--- src/rtl/crc_div_cell.sv ---
// ----------------------------------------------------------------------------
// crc_div_cell - one restoring division step for both centre offsets
// Compares each remainder with the shifted divisor, subtracts on success,
// appends a quotient bit and hands the halved divisor to the next cell.
// ----------------------------------------------------------------------------
module crc_div_cell #(
   parameter int RW = 86,
   parameter int QW = 35
) (
   input  logic          clock,
   input  logic          en,
   input  logic [RW-1:0] prev_rem_x,
   input  logic [RW-1:0] prev_rem_y,
   input  logic [RW-1:0] prev_dsh,
   input  logic [QW-1:0] prev_quo_x,
   input  logic [QW-1:0] prev_quo_y,
   output logic [RW-1:0] next_rem_x,
   output logic [RW-1:0] next_rem_y,
   output logic [RW-1:0] next_dsh,
   output logic [QW-1:0] next_quo_x,
   output logic [QW-1:0] next_quo_y
);
   logic          ge_x, ge_y;
   logic [RW-1:0] rem_x_in, rem_y_in, rem_x_ff, rem_y_ff, dsh_in, dsh_ff;
   logic [QW-1:0] quo_x_in, quo_y_in, quo_x_ff, quo_y_ff;

   // trial subtract
   always_comb begin
      ge_x     = prev_rem_x >= prev_dsh;
      ge_y     = prev_rem_y >= prev_dsh;
      rem_x_in = ge_x ? prev_rem_x - prev_dsh : prev_rem_x;
      rem_y_in = ge_y ? prev_rem_y - prev_dsh : prev_rem_y;
      dsh_in   = prev_dsh >> 1;
      quo_x_in = {prev_quo_x[QW-2:0], ge_x};
      quo_y_in = {prev_quo_y[QW-2:0], ge_y};
   end

   // advance with the pipeline
   always_ff @(posedge clock) begin
      if (en) begin
         rem_x_ff <= rem_x_in;
         rem_y_ff <= rem_y_in;
         dsh_ff   <= dsh_in;
         quo_x_ff <= quo_x_in;
         quo_y_ff <= quo_y_in;
      end
   end

   assign next_rem_x = rem_x_ff;
   assign next_rem_y = rem_y_ff;
   assign next_dsh   = dsh_ff;
   assign next_quo_x = quo_x_ff;
   assign next_quo_y = quo_y_ff;
endmodule

--- config.mk ---
export PLATFORM = sky130hd
export DESIGN_NAME = crc_div_cell
export DESIGN_NICKNAME = d
export VERILOG_FILES = /design/src/rtl/crc_div_cell.sv
export SDC_FILE = /design/constraint.sdc
export NUM_CORES = 1
export LEC_CHECK = 0
export ABC_AREA = 1
export BUFFER_PORTS_ARGS = -buffer_cell sky130_fd_sc_hd__buf_2
export CORE_AREA = 2 2 314 238
export CTS_BUF_LIST = sky130_fd_sc_hd__clkbuf_4 sky130_fd_sc_hd__clkbuf_8
export CTS_CLUSTER_SIZE = 40
export DETAILED_ROUTE_END_ITERATION = 8
export DIE_AREA = 0 0 316 240
export GPL_TIMING_DRIVEN = 0
export PLACE_DENSITY = 0.64
export SYNTH_ARGS = -nofsm -noshare
export SYNTH_HDL_FRONTEND = slang
export SYNTH_SLANG_ARGS = --single-unit
--- constraint.sdc ---
create_clock -name clock -period 7.3 [get_ports clock]
set_input_delay 1.46 -clock clock [delete_from_list [all_inputs] [get_ports clock]]
set_output_delay 1.46 -clock clock [all_outputs]
set_load 0.05 [all_outputs]
==> out/qor.csv <==
stage,metric,value,unit
synth,synth_area_leaders,"edfxtp_1, nand2_1, inv_1, ha_1, nor2_1",
critical_path,path_class,in -> reg,
sta,rsz0062_at_grt,false,
layout,syn2layout_area_growth,19.5,%
drt,firstDrtPassIters,8,
placed_design,pre_cts_ws,2140,ps
sta,finalHoldViolCount,0,
drt,ant_nets,0,
synth,synth_largest_area_cell,edfxtp_1,
clocking,cts_buffers,51,
run_status,status,completed,
layout,final_common_cell,nand2_1,
synth,synth_area,28900,um^2
power,pwr_density_cell,204,nW/um^2
synth,synth.distinct_cells,29,
sta,setup_slack,2600,ps
critical_path,critPathMaxFanout,10,
drt,vias_per_cell,5.01,
placed_design,dp_cells,6230,
critical_path,worstSetupStartpointType,primary input,
sta,timing.hold.ws,951,ps
clocking,tritoncts,built,
placed_design,port_buffers,654,
sta,worstMarginPinSlew,992,ps
die,die_y,240,um
power,power.leakage,0.0197,uW
layout,drive_above_1_share,15.7,%
die,coreArea,72800,um^2
die,start_util,39.7,%
critical_path,slowest_delay,440,ps
synth,yosysSeqAreaShare,33.9,%
layout,layout_common_cells,"nand2_1, inv_1, buf_2",
run,drv_cap,0,
global_routing,grt_pass1_wl,181000,um
die,die_area,75800,um^2
synth,ys_ff_latch,327,
power,ir_worst_vdd,0.000128,V
drt,drc,0,
synth,synthCells,4606,
drt,drt_iter0_drc,3818,
clocking,htreeDepth,2,
clocking,cts_root_buf,clkbuf_8,
global_routing,grt_usage,33.1,%
critical_path,required,7580,ps
global_routing,grt_start_max_net_pins,123,
layout,fillers,7779,
sta,maxSlewViolCount,0,
die,die_w,316,um
synth,yosysTopAreaCellShare,33.9,%
critical_path,critPathCaptureType,flip-flop,
global_routing,antenna_found_initial,7,
critical_path,critPathSlowestCell,ha_1,
sta,setup_viol_count_final,0,
drt,routed-via-count,31700,
critical_path,critPathArrivalTime,4980,ps
synth,ys_warn_count,0,
layout,fin_nets,5819,
placed_design,dp_hpwl,113000,um
synth,synth_area_per_cell,6.28,um^2
sta,period_share,64.4,%
global_routing,grt_pass1_vias,28400,
critical_path,crit_path_frequent_cell,nand2_1,
sta,max-slew-margin-rel,33.2,%
drt,totalWireLength,131000,um
die,io_pins,658,
drt,wire_per_inst,20.6,um
worst_hold_path,holdPathStages,1,
sta,fin_crit,4700,ps
die,rows,86,
layout,finalNonFillerCells,6330,
clocking,cts-resized-gates,0,
clocking,cts_sinks,327,
synth,syn_nets,5110,
sta,fmax,213,MHz
clocking,clk_pin_slew,70,ps
critical_path,crit_chain,"buf_2, inv_1, ha_1, nand2_1, inv_2, nand2_1, nor2_2, nand2_1, nor2_2, nand4_1, nor2_1, nor2_1, nand2_4, inv_2, buf_6, buf_6, nand2_1, nand2_1",
power,finalPower,7050,uW
placed_design,gp_congestion,1.07,
worst_hold_path,min_path_type,in -> reg,
clocking,cts_hold_buffers,0,
global_routing,overflow,0,
clocking,post-cts-setup-buffers,0,
clocking,cts_buffer_depth,3,
-- sequential cells by signal, summed over array words and instances (netlist names) --
register / cells
next_rem_y: 86
next_rem_x: 86
next_dsh: 85
next_quo_y: 35
next_quo_x: 35
-- final timing paths --
| check | from | end | slack, ps |
|---|---|---|---|
| setup / recovery | prev_dsh[50] | next_rem_y[45]$_DFFE_PP_ | 2600 |
| hold / removal | prev_dsh[30] | next_dsh[29]$_DFFE_PP_ | 950 |
-- kinds of logic after synthesis --
logic type               synth area share, %
AO/OA/AOI/OAI                           4.01
XOR/XNOR                                2.79
adder cells (fa/ha/maj)                 7.58
buffers and inverters                   13.9
flip-flops                              33.9
other                                 0.0130
AND/OR/NAND/NOR                         37.8
-- where the power goes --
part | switching, uW | internal (uW) | leakage [uW]
Sequential | 51.2 | 2340 | 0.00319
Clock | 777 | 902 | 0.000559
Combinational | 2260 | 722 | 0.0159
-- layer usage --
layer  wire length [um]  global-route usage [%]  vias up  share of wire, %
met3              14000                    5.27      206                11
met4               3780                    8.77        0               2.9
met1              57600                    48.8    14500                44
met5                  0                       0        -                 0
met2              55200                    50.0     1601                42
li1                   -                       -    15400                 -
-- cell usage after synthesis, drive strengths merged --
master and instances:
nor4 5, nor3 46, buf 36, a21oi 144, o21bai 29, nand3 205
o21ai 40, inv 995, edfxtp 327, fa 2, nor2 403, nand2 2048
or2 5, ha 172, and2 12, o21a 3, clkbuf 1, nand4 22
conb 1, xor2 92, nand3b 17, nor3b 1
-- metrics by stage --
| stage | cell area [um^2] | util, % | TNS [ps] |
|---|---|---|---|
| final | 34600 | 47.4 | 0 |
| after global routing | 34500 | 47.4 | 0 |
| after CTS | 34500 | 47.4 | 0 |
| after detailed placement | 33500 | 46.0 | 0 |
| after global placement | 33400 | 45.9 | -12680 |
| after floorplan | 28900 | - | 0 |
-- critical path: cells and delay by family --
kind                       cells  cell delay, ps
adders and majority gates      1             440
buffers and inverters          6            1060
and+or+nand+nor               11            1940
-- cell type report --
class,count,area [um^2],area share (%)
Antenna cell,6,15.0,0.0434
Timing Repair Buffer,656,3340,9.66
Tap cell,968,1210,3.50
Multi-Input combinational cell,3247,15100,43.7
Buffer,37,277,0.800
Clock inverter,23,210,0.608
Clock buffer,71,858,2.48
Inverter,995,3730,10.8
Sequential cell,327,9820,28.4
Note: power is estimated with default switching activity, not from simulation.
