===== config.mk =====
export PLATFORM = sky130hd
export DESIGN_NAME = crc_sqrt_cell
export DESIGN_NICKNAME = d
export VERILOG_FILES = /design/src/rtl/crc_pkg.sv /design/src/rtl/crc_sqrt_cell.sv
export SDC_FILE = /design/constraint.sdc
export NUM_CORES = 1
export LEC_CHECK = 0
export ABC_AREA = 0
export ABC_CLOCK_PERIOD_IN_PS = 9390
export BUFFER_PORTS_ARGS = -buffer_cell sky130_fd_sc_hd__buf_2
export CORE_ASPECT_RATIO = 2
export CORE_MARGIN = 1.5
export CORE_UTILIZATION = 50
export CTS_BUF_LIST = sky130_fd_sc_hd__clkbuf_16
export DETAILED_ROUTE_END_ITERATION = 12
export GPL_ROUTABILITY_DRIVEN = 0
export HOLD_SLACK_MARGIN = 0.03
export MAX_ROUTING_LAYER = met4
export PLACE_DENSITY = 0.72
export SETUP_SLACK_MARGIN = 0.15
export SLEW_MARGIN = 20
export SYNTH_ARGS = -nofsm -noshare
export SYNTH_HDL_FRONTEND = slang
export SYNTH_SLANG_ARGS = --single-unit

===== constraint.sdc =====
create_clock -name clock -period 9.39 [get_ports clock]
set_clock_uncertainty 0.05 [all_clocks]
set_input_delay 1.878 -clock clock [delete_from_list [all_inputs] [get_ports clock]]
set_output_delay 1.878 -clock clock [all_outputs]
set_load 0.02 [all_outputs]

===== src/rtl/crc_pkg.sv =====
// ----------------------------------------------------------------------------
// crc_pkg - shared types and constants of the circumcircle unit
// Fixed output widths, pipeline lengths, register map and cell data types.
// ----------------------------------------------------------------------------
package crc_pkg;

   // quotient bits kept by the divider; one more cell flags overflow
   localparam int QUOT_BITS   = 34;
   localparam int DIV_CELLS   = QUOT_BITS + 1;

   // square root: 64-bit working words, two radicand bits per cell
   localparam int SQRT_W      = 64;
   localparam int SQRT_STEPS  = 32;
   localparam logic [SQRT_W-1:0] SQRT_TOP = SQRT_W'(64'h4000_0000_0000_0000);

   // result fields
   localparam int CENTER_W    = 32;
   localparam int RADIUS_W    = 31;
   localparam int RSP_DATA_W  = 96;
   localparam int RSP_USER_W  = 2;
   localparam logic [RADIUS_W-1:0] RADIUS_MAX = '1;
   localparam logic [CENTER_W-1:0] CENTER_MAX = 32'h7FFF_FFFF;
   localparam logic [CENTER_W-1:0] CENTER_MIN = 32'h8000_0000;

   // register map
   localparam int CSR_ADDR_W  = 3;
   localparam logic CSR_THRESHOLD = 1'b0;
   localparam logic [31:0] THRESHOLD_RESET = 32'd1100;

   // data handed from one root cell to the next
   typedef struct packed {
      logic [SQRT_W-1:0] rem;
      logic [SQRT_W-1:0] root;
      logic [SQRT_W-1:0] bitv;
   } crc_sqrt_type;

   // per-request flags and centre that ride beside the root cells
   typedef struct packed {
      logic                reject;
      logic                cen_sat;
      logic                rad_sat;
      logic [CENTER_W-1:0] cen_x;
      logic [CENTER_W-1:0] cen_y;
   } crc_side_type;

endpackage


===== src/rtl/crc_sqrt_cell.sv =====
// ----------------------------------------------------------------------------
// crc_sqrt_cell - one digit step of the integer square root
// Settles one root bit per cell from two radicand bits.
// ----------------------------------------------------------------------------
module crc_sqrt_cell (
   input  logic                  clock,
   input  logic                  en,
   input  crc_pkg::crc_sqrt_type prev,
   output crc_pkg::crc_sqrt_type next
);
   import crc_pkg::*;

   logic              ge;
   logic [SQRT_W-1:0] trial;
   crc_sqrt_type      step_in, step_ff;

   // try the next root bit
   always_comb begin
      trial        = prev.root + prev.bitv;
      ge           = prev.rem >= trial;
      step_in.rem  = ge ? prev.rem - trial : prev.rem;
      step_in.root = ge ? (prev.root >> 1) + prev.bitv : prev.root >> 1;
      step_in.bitv = prev.bitv >> 2;
   end

   always_ff @(posedge clock) begin
      if (en) begin
         step_ff <= step_in;
      end
   end

   assign next = step_ff;
endmodule


==> out/qor_table.md <==
| Parameter | This run |
|:---|:---|
| Outcome | complete, no violations |
| Worst slack at placement | 1040 ps |
| Headroom to the max-slew limit | 19.8% |
| Buffer cell driving the clock tree root | sky130_fd_sc_hd__clkbuf_16 |
| Maximum achievable frequency | 0.123 GHz |
| Accumulated negative setup slack | 0 ps |
| Arrival time worst endpoint | 8410 ps |
| Hold Fails Final Rpt | 0 |
| Cells along the critical path | buf_2 -> ha_1 -> nand4_1 -> nor3_1 -> o211ai_1 -> a2111oi_0 -> o21ai_0 -> o22ai_1 -> a31oi_1 -> o31ai_1 -> a21boi_0 -> xor2_1 -> ha_1 -> nand4_1 -> nor3_1 -> and3_1 -> inv_1 -> a211oi_1 -> a2111o_2 -> buf_12 -> nor2_1 -> a311oi_1 -> o311a_1 |
| Critical Setup Path Class | in2reg |
| Number of antenna violations at the first check in global routing | 11 |
| GRT overflow | 0 |
| Clock tree sinks | 190 |
| DRC errors left | 0 |
| Shortest period the worst path allows | 8130 ps |
| Overall power after layout | 4.14 mW |
| Antenna violation net count after detailed routing | 0 |
| Number of warnings issued by yosys | 0 |
| Area of the core region | 35700 sq um |
| Postcts setup bufs | 0 |
| Final worst hold slack | 1560 ps |
| Delay of the slowest cell on the worst path | 670 ps |
| Placement Rows | 98 |
| Sequential fraction of the synthesis area | 31.5% |
| Post-layout worst setup margin | 1260 ps |
| Count of state elements after synthesis | 190 |
| Wire length of the first global-routing pass | 96.5 mm |
| Synth-to-Final Area Change | 15.6% |
| Post-synthesis cell count | 2129 |
| Routed length per placed instance | 22.1 microns |
| Io pins | 386 |
| Vias in the first global route | 18400 |
| Worst-Margin Slew | 1190 ps |
| Per-cell via count in the routed design | 6.24 |
| Post-DP HPWL | 51.7 mm |
| Static Leak | 9.06 nW |
| Post-route fraction of the period consumed by the critical path | 86.5% |
| Setup repair after global routing missed its margin | no |
| 1st-iter DRT viols | 1305 |
| Mapped Area | 18100 sq um |
| Non-filler instance count after layout | 2926 |
| Crit path max fanout | 88 |
| Count of hold buffers inserted by post-cts repair | 0 |
| Crit path launch type | primary input |
| Count of buffers from port buffering | 383 |
| Kind of capture point of the worst setup path | flip-flop |
| Slew Limit Fails | 0 |
| Global-route usage over all layers | 35.3% |
| Routed Wire Length | 64.6 mm |
| Cell area after layout | 20900 sq um |
| Clock buffer depth | 2 |
| Cell area after placement | 20300 sq um |
| Die Ht | 272 microns |
| Largest net degree at the start of global routing | 89 |
| Overall via count from detail_route | 18300 |
| TritonRoute pass-1 iters | 5 |
| First element of the critical path | prev[74] |
| Number of endpoints failing setup at the final stage | 0 |
| Fraction of final layout cells with drive strength greater than 1 | 17.8% |
| Critical Path Slowest Stage Cell | sky130_fd_sc_hd__a2111oi_0 |
| Total number of nets in the final design | 2834 |
| Fillcell total | 3282 |
| Number of max-cap violations | 0 |
| Most frequently used flop master after synthesis | sky130_fd_sc_hd__edfxtp_1 |
| Proportion of register bits with asynchronous set or reset after synthesis | 0% |
| Synth Area per Inst | 8.50 sq um |
| Clock-pin slew on the worst setup and hold paths | 80 ps |
| Clock buffer count from CTS | 17 |
| Worst min-delay path startpoint | prev[11] |
| Worst min-delay path category | in2reg |
| Horizontal extent of the die | 138 microns |
| Peak supply drop | 0.153 mV |
| Resize count post-CTS | 0 |
| Post-synth EDFFs | 190 |
| Placed insts | 2878 |
| Power per unit of standard cell area | 198 nW/um^2 |
| Largest register FFs | 190 |
| Die outline area | 37400 sq um |
| Required @ worst endpoint | 9680 ps |
| Post-layout utilization of the core | 58.7% |
| CTS tree | done |
| CTS H-tree lvls | 4 |
| Initial standard-cell utilization of the core | 50.7% |
| Netlist cell types | 71 |
-- layer usage --
layer / up-vias / GRT usage [%] / part of all wire (%) / routed length [microns]
met5: - / - / 0 / 0
met4: 0 / 29.8 / 10 / 6500
met3: 350 / 4.99 / 5.8 / 3720
met2: 850 / 63.2 / 52 / 33600
met1: 8412 / 31.7 / 32 / 20700
li1: 8659 / - / - / -
-- synth_stat cells (9+ instances only) --
library cell / count / share of area [%]
sky130_fd_sc_hd__xor2_1: 78 / 3.8
sky130_fd_sc_hd__o211ai_1: 19 / 0.79
sky130_fd_sc_hd__nand4_1: 48 / 1.7
sky130_fd_sc_hd__xnor2_1: 97 / 4.7
sky130_fd_sc_hd__buf_2: 21 / 0.58
sky130_fd_sc_hd__and2_1: 9 / 0.31
sky130_fd_sc_hd__nand3_1: 34 / 0.94
sky130_fd_sc_hd__nor2b_1: 16 / 0.55
sky130_fd_sc_hd__nand2_1: 210 / 4.4
sky130_fd_sc_hd__a21oi_1: 303 / 8.4
sky130_fd_sc_hd__a31oi_1: 23 / 0.80
sky130_fd_sc_hd__o31ai_1: 16 / 0.66
sky130_fd_sc_hd__a211oi_1: 23 / 0.95
sky130_fd_sc_hd__a21o_1: 99 / 4.1
sky130_fd_sc_hd__clkbuf_1: 68 / 1.4
sky130_fd_sc_hd__o21bai_1: 43 / 1.8
sky130_fd_sc_hd__edfxtp_1: 190 / 32
sky130_fd_sc_hd__nand2b_1: 22 / 0.76
sky130_fd_sc_hd__nor2_1: 187 / 3.9
sky130_fd_sc_hd__a211o_1: 9 / 0.44
sky130_fd_sc_hd__and3_1: 21 / 0.73
sky130_fd_sc_hd__o21a_1: 24 / 1.0
sky130_fd_sc_hd__o21ai_0: 165 / 4.6
sky130_fd_sc_hd__nor3_1: 33 / 0.91
sky130_fd_sc_hd__ha_1: 190 / 13
sky130_fd_sc_hd__inv_1: 48 / 1.0
-- power by group --
part | total (mW) | leakage, nW | switching, mW | internal (mW)
clock | 0.776 | 0.293 | 0.396 | 0.380
sequential | 1.22 | 1.86 | 0.0548 | 1.16
combinational | 2.15 | 6.91 | 1.39 | 0.759
-- cells by family (layout without fill, tap and decap cells) --
family	after synthesis	after routing	share of synthesized area, %
AOI/OAI and AO/OA	805	805	27.5
and+or+nand+nor	623	623	15.8
adders and majority gates	193	193	13.5
DFF	190	190	31.5
xor gates and xnor gates	175	175	8.47
buffers and inverters	140	470	3.13
muxes	2	2	0.111
other	1	18	0.0207
-- worst max-delay path, delay by kind of cell --
| kind | cells | cell delay [ps] |
|---|---|---|
| AO/OA/AOI/OAI | 11 | 3520 |
| XOR/XNOR | 1 | 190 |
| AND/OR/NAND/NOR | 6 | 1370 |
| buffers and inverters | 3 | 550 |
| adder cells (fa/ha/maj) | 2 | 890 |
-- area by class of cell --
cell class | count | area, sq um | share of cell area [%]
Tap cell | 450 | 563 | 2.69
Clock buffer | 17 | 425 | 2.03
Inverter | 48 | 180 | 0.861
Clock inverter | 15 | 169 | 0.807
Timing Repair Buffer | 390 | 2020 | 9.63
Antenna cell | 16 | 40.0 | 0.191
Sequential cell | 190 | 5710 | 27.3
Multi-Input combinational cell | 1800 | 11800 | 56.5
-- final timing paths --
path	end	slack, ps	depth (start not counted)
max	next[179]	1260	23
min	next[9]	1560	1
-- cell usage in the layout, fill, tap and decap left out, types with 17 or more instances in the layout --
cell,n
sky130_fd_sc_hd__a31oi_1,23
sky130_fd_sc_hd__xnor2_1,97
sky130_fd_sc_hd__inv_1,48
sky130_fd_sc_hd__ha_1,190
sky130_fd_sc_hd__a21o_1,99
sky130_fd_sc_hd__a211oi_1,23
sky130_fd_sc_hd__and3_1,21
sky130_fd_sc_hd__nand2b_1,22
sky130_fd_sc_hd__edfxtp_1,190
sky130_fd_sc_hd__o21ai_0,165
sky130_fd_sc_hd__o21bai_1,43
sky130_fd_sc_hd__o21a_1,24
sky130_fd_sc_hd__nand4_1,48
sky130_fd_sc_hd__a21oi_1,303
sky130_fd_sc_hd__o211ai_1,19
sky130_fd_sc_hd__nor2_1,187
sky130_fd_sc_hd__clkbuf_16,17
sky130_fd_sc_hd__nand3_1,34
sky130_fd_sc_hd__nand2_1,210
sky130_fd_sc_hd__nor3_1,33
sky130_fd_sc_hd__xor2_1,78
sky130_fd_sc_hd__buf_2,382
Note: power is estimated with default switching activity, not from simulation.
